<file path="src/rtl/positional_sequence_editor_defines.svh">
// Assertion macros shared by the positional sequence editor RTL.
`ifndef POSITIONAL_SEQUENCE_EDITOR_DEFINES_SVH
`define POSITIONAL_SEQUENCE_EDITOR_DEFINES_SVH

// Same-cycle implication, sampled on clk, off while rst_n is low.
`define PSE_ASSERT_NOW(lbl, ante, cons, msg) \
    lbl: assert property (@(posedge clk) disable iff (!rst_n) (ante) |-> (cons)) \
        else $error(msg);

// Next-cycle implication, sampled on clk, off while rst_n is low.
`define PSE_ASSERT_NEXT(lbl, ante, cons, msg) \
    lbl: assert property (@(posedge clk) disable iff (!rst_n) (ante) |=> (cons)) \
        else $error(msg);

`endif

</file>
<file path="src/rtl/psed_pkg.sv">
// Shared types and constants of the positional sequence editor.
package psed_pkg;

    // Field widths of the stream words
    localparam int POS_W       = 11;
    localparam int VAL_W       = 32;
    localparam int LEN_W       = 11;
    localparam int STAT_W      = 2;
    localparam int OP_W        = 3;
    localparam int TDATA_W     = 48;
    // Cell index width, covers the largest supported capacity
    localparam int TGT_W       = 12;
    // Read gather group size (lanes per first-level group)
    localparam int GRP         = 32;
    localparam int GRP_LO_W    = 5;

    // Operation codes
    localparam logic [OP_W-1:0] OP_CLEAR  = 3'd0;
    localparam logic [OP_W-1:0] OP_APPEND = 3'd1;
    localparam logic [OP_W-1:0] OP_INSERT = 3'd2;
    localparam logic [OP_W-1:0] OP_REMOVE = 3'd3;
    localparam logic [OP_W-1:0] OP_CHANGE = 3'd4;
    localparam logic [OP_W-1:0] OP_READ   = 3'd5;

    // Result status codes
    localparam logic [STAT_W-1:0] STAT_DONE  = 2'd0;
    localparam logic [STAT_W-1:0] STAT_FULL  = 2'd1;
    localparam logic [STAT_W-1:0] STAT_RANGE = 2'd2;

    // Command broadcast to every cell of the chain
    typedef struct packed {
        logic             shift_up;    // insert: cells above target take left neighbor
        logic             shift_down;  // remove: cells at/above target take right neighbor
        logic             load;        // append/change: cell at target takes value
        logic [TGT_W-1:0] target;
    } psed_cmd_t;

    // Control sequencer states
    typedef enum logic {
        S_IDLE,
        S_GATHER
    } psed_state_t;

endpackage

</file>
<file path="src/rtl/psed_cell.sv">
// One storage cell of the sequence chain.
module psed_cell #(
    parameter int INDEX      = 0,
    parameter int DATA_WIDTH = 32
) (
    input  logic                  clk,
    input  psed_pkg::psed_cmd_t   cmd,
    input  logic [DATA_WIDTH-1:0] value,
    input  logic [DATA_WIDTH-1:0] left,
    input  logic [DATA_WIDTH-1:0] right,
    output logic [DATA_WIDTH-1:0] data
);

    localparam logic [psed_pkg::TGT_W-1:0] MY_IDX = psed_pkg::TGT_W'(INDEX);

    logic [DATA_WIDTH-1:0] data_reg;
    logic [DATA_WIDTH-1:0] data_next;

    // Select what this cell holds next
    always_comb
    begin
        data_next = data_reg;
        if (cmd.shift_up)
        begin
            if (MY_IDX == cmd.target)
                data_next = value;
            else if (MY_IDX > cmd.target)
                data_next = left;
        end
        else if (cmd.shift_down)
        begin
            if (MY_IDX >= cmd.target)
                data_next = right;
        end
        else if (cmd.load && (MY_IDX == cmd.target))
        begin
            data_next = value;
        end
    end

    // Payload only, no reset
    always_ff @(posedge clk)
    begin
        data_reg <= data_next;
    end

    assign data = data_reg;

endmodule

</file>
<file path="config.mk">
export PLATFORM = sky130hd
export DESIGN_NAME = psed_cell
export DESIGN_NICKNAME = d
export VERILOG_FILES = /design/src/rtl/positional_sequence_editor_defines.svh /design/src/rtl/psed_pkg.sv /design/src/rtl/psed_cell.sv
export SDC_FILE = /design/constraint.sdc
export NUM_CORES = 1
export LEC_CHECK = 0
export BUFFER_PORTS_ARGS = -buffer_cell sky130_fd_sc_hd__buf_4
export CORE_MARGIN = 4
export CORE_UTILIZATION = 27
export DETAILED_ROUTE_END_ITERATION = 10
export GPL_TIMING_DRIVEN = 0
export SLEW_MARGIN = 5
export SYNTH_ARGS = -nofsm -noshare
export SYNTH_HDL_FRONTEND = slang
export SYNTH_SLANG_ARGS = --single-unit
export TNS_END_PERCENT = 10
</file>
<file path="constraint.sdc">
create_clock -name clk -period 5.98 [get_ports clk]
set_input_delay 0.598 -clock clk [delete_from_list [all_inputs] [get_ports clk]]
set_output_delay 0.598 -clock clk [all_outputs]
set_load 0.05 [all_outputs]
</file>
---- After elaboration in Yosys (flattened, before gate mapping) ----
Index checks and enable logic that the tools add are counted.
cells by class
  order comparisons ....................... 2
  equal/unequal tests ..................... 2
  mux-type cells .......................... 6
  reductions and logical operators ........ 4
operators with widths
  operator                                                       count
  2-to-1 mux 32 bit                                              6
  >= comparator 1 x 12 -> 1 bit, first input constant            1
  greater-than comparator 1 x 12 -> 1 bit, first input constant  1
  zero test 12 bit                                               1
  inequality test 3 x 1 -> 1 bit, second input constant          2
  AND reduction 3 bit                                            1
  nonzero test 3 bit                                             1
  logical AND 1 bit                                              1
word-level totals
  bits in registers ....................... 32
  input port bits ......................... 112
  output and inout bits ................... 32
  word-level logic and storage cells ...... 15

---- Depth between registers and ports, before layout ----
  depth after elaboration ................. 5
  mapped depth ............................ 5
  gate-level depth less buffers ........... 3

---- Worst setup path before layout ----
Ideal clock, no wire load.
  path kind ............................... input -> register
  start point ............................. in cmd[13] in the netlist's numbering
  end point ............................... reg data_reg[0] (netlist: data[0]) (enable)
  setup time .............................. 0.501 ns
  arrival time ............................ 4.497 ns
  required time ........................... 5.479 ns
  path slack .............................. 0.982 ns
  stages .................................. 5
  path buffers ............................ 3
  cells stage by stage .................... buf_2 buf_1 clkbuf_1 nor3_1 nor4_1
on the way
  word-level cells in the longest chain between the ends .. 2
  elaborated cells between the ends (all ways) .. 3
  those cells by class .................... eq/ne (1); reduce/logical (2)
ends and longest elaborated chain
  what                                                                                   line             text
  start, declared                                                                        psed_cell.sv:7   input psed_pkg::psed_cmd_t cmd,
  inequality test 3 x 1 -> 1 bit (no source line) or nonzero test 3 bit (tied branches)  -
  AND reduction 3 bit (no source line) (*)                                               -
  end signal, assigned                                                                   psed_cell.sv:44  data_reg <= data_next;
  end, declared                                                                          psed_cell.sv:16  logic [DATA_WIDTH-1:0] data_reg;
Mark *: on every way between the ends. The rest lies on a longest branch, timed or not.
A chain may end at the register's enable or synchronous reset.

---- Worst setup path after layout ----
  start point ............................. in cmd[13] in the netlist's numbering
  end point ............................... reg data_reg[7] (netlist: data[7]) (enable)
Same word-level chain as after synthesis.

==> flow_summary_export.csv <==
group,metric,value,unit
clock_tree,clk_pin_slew,70,ps
logic_synthesis,synthesis.nets,269,
sta,fin_crit,3070,ps
sta,slew_viol_final,0,
critical_path,crit_arrival,3060,ps
critical_path,startpoint_type,"input port",
sta,final_hold_viol_count,0,
sta,finalSetupViolations,0,
logic_synthesis,synth_top_area_share,48.3,%
route,via_per_inst,5.00,
cells_and_area,finalNonFillerCells,409,
logic_synthesis,synth_xor_xnor_area_share,0,%
worst_hold_path,holdCritPathClass,"input port to flop",
logic_synthesis,syn-instance-count,157,
logic_synthesis,yosysWarnings,0,
clock_tree,post_cts_buffers,0,
power_and_ir_drop,power_density,163,nW/um2
place,portBuffers,141,
sta,rsz0062_at_grt,"false",
critical_path,worstPathMaxFanout,10,
cells_and_area,drive_gt1_share,58.4,%
place,place_hpwl,5.51,mm
route,drc_errors,0,
critical_path,worstPathCellList,"buf_2 -> buf_1 -> clkbuf_1 -> nor3_1 -> nor4_2 -> buf_4 -> buf_4",
global_routing,antenna_found_initial,0,
logic_synthesis,yosysMostFrequentCell,"edfxtp_1",
sta,relSlewSlack,35.1,%
outcome,status,"completed",
place,pre_cts_ws,2580,ps
clock_tree,cts_tree,"done",
place,dpl_cell_area,3210,um2
die,die_y,93.8,um
cells_and_area,fillCellCount,743,
logic_synthesis,yosys.area_share.simple,13.6,%
critical_path,crit_buf_inv,5,
clock_tree,holdBufCountCts,0,
sta,holdWs,609,ps
critical_path,cpMostUsedCell,"buf_4",
clock_tree,clockBufferDepth,2,
critical_path,critPathMaxStageDelay,740,ps
global_routing,grt_max_degree,11,
route,routed_wl,7.07,mm
logic_synthesis,ys_ff_latch,32,
die,ios,144,
logic_synthesis,ys_types,20,
route,wire_per_inst,17.3,um
logic_synthesis,synth_top_area_cell,"edfxtp_1",
route,first_pass_iters,4,
sta,clock.fmax,0.326,GHz
logic_synthesis,synthFlopType,"edfxtp_1",
cells_and_area,final_cell_area,3290,um2
critical_path,crit_slowest_cell,"nor4_2",
clock_tree,cts_resized,0,
logic_synthesis,syn-cell-area,1990,um2
job,cap_violations,0,
sta,fin_ws,2910,ps
logic_synthesis,synth_compound_area_share,33.2,%
logic_synthesis,synth_edf_count,32,
global_routing,grt_pass1_wl,10.6,mm
logic_synthesis,ys_top_cells_by_area,"edfxtp_1, a211o_1, o221a_2",
global_routing,grt-ovfl-total,0,
clock_tree,clock_sinks,32,
global_routing,grt_pass1_vias,2152,
critical_path,cp-end-kind,"flop",
route,drtAntennaViolNets,0,
cells_and_area,largest_reg_flops,32,
logic_synthesis,synth_top_family_by_area,"compound AO/OA/AOI/OAI gates",
sta,period_share,51.4,%
die,core,7210,um2
logic_synthesis,synth_fa_ha_area_share,0,%
logic_synthesis,async_reset_ff_share,0,%
die,die_area,8810,um2
clock_tree,numCtsBuffers,5,
critical_path,critPathRequiredTime,5970,ps
die,start_util,27.6,%
cells_and_area,antennaDiodeCount,0,
critical_path,critical_path_class,"input port to flop",
cells_and_area,nets,421,
place,numPlacedInstances,401,
clock_tree,cts-root-buf,"clkbuf_8",
sta,tns,0,ps
die,row_count,31,
cells_and_area,area_delta_synth_final,65.5,%
logic_synthesis,avgSynthCellArea,12.7,um2
route,routed-via-count,2045,
power_and_ir_drop,irDropWorstVdd,0.0681,mV
sta,worst-slew-pin-transition,965,ps
clock_tree,h-tree-depth,2,
global_routing,grt_use_total,15.5,%
route,drtIter0Drc,59,
power_and_ir_drop,p_leak,0.00139,uW
logic_synthesis,synth_mux_area_share,0.503,%
logic_synthesis,synthTopCellsByCount,"edfxtp_1, a211o_1, nor2b_1",
critical_path,critPathTopFamily,"buffers and inverters",
place,gp_congestion,0.707,
die,fp.dieW,93.8,um
logic_synthesis,ys_seq_area_share,48.3,%
-- logic make-up after synthesis --
family,after synthesis
buffers and inverters,17
DFF,32
and+or+nand+nor,42
AOI/OAI and AO/OA,65
muxes,1
-- per-layer routing --
layer	part of all wire (%)	track usage (%)	vias up
li1	-	-	973
met1	40	18.3	959
met2	50	26.8	102
met3	8.1	4.41	11
met4	1.6	5.17	0
met5	0	0	-
-- cell type report --
| cell class | count | area [um2] | area share, % |
|---|---|---|---|
| sequential | 32 | 961 | 29.2 |
| buffer | 17 | 87.6 | 2.66 |
| clock buffer | 7 | 76.3 | 2.32 |
| clock inverter | 1 | 3.75 | 0.114 |
| multi-input combinational | 108 | 947 | 28.8 |
| timing repair buffer | 145 | 1090 | 33.2 |
| tap | 99 | 124 | 3.76 |
-- power breakdown --
group | internal [uW] | leakage [uW] | switching [uW]
sequential | 249 | 0.000294 | 0.0181
combinational | 81.4 | 0.00106 | 43.8
clock | 81.1 | 0.0000399 | 80.4
total | 412 | 0.00139 | 124
-- worst paths after layout --
| path | from | slack, ps | depth (start not counted) | end |
|---|---|---|---|---|
| worst max-delay path | cmd[13] | 2910 | 7 | data[7]$_DFFE_PP_ |
| worst min-delay path | value[30] | 610 | 2 | data[30]$_DFFE_PP_ |
-- cells in the final DEF, fill, tap and decap left out, types with 2 or more instances in the layout --
cell	n
a211o_1	31
clkbuf_1	14
clkbuf_8	5
buf_6	4
buf_4	144
or4_4	2
o221a_2	23
nor4_1	3
o221a_1	8
nor2b_1	31
edfxtp_1	32
-- metrics by stage --
step / utilization, % / power [uW]
2_1_floorplan: - / 310
3_3_place_gp: 44.0 / 377
3_5_place_dp: 44.5 / 380
4_1_cts: 45.6 / 541
5_1_grt: 45.6 / 561
6_report: 45.6 / 536
Power figures use the tool's default switching activity.
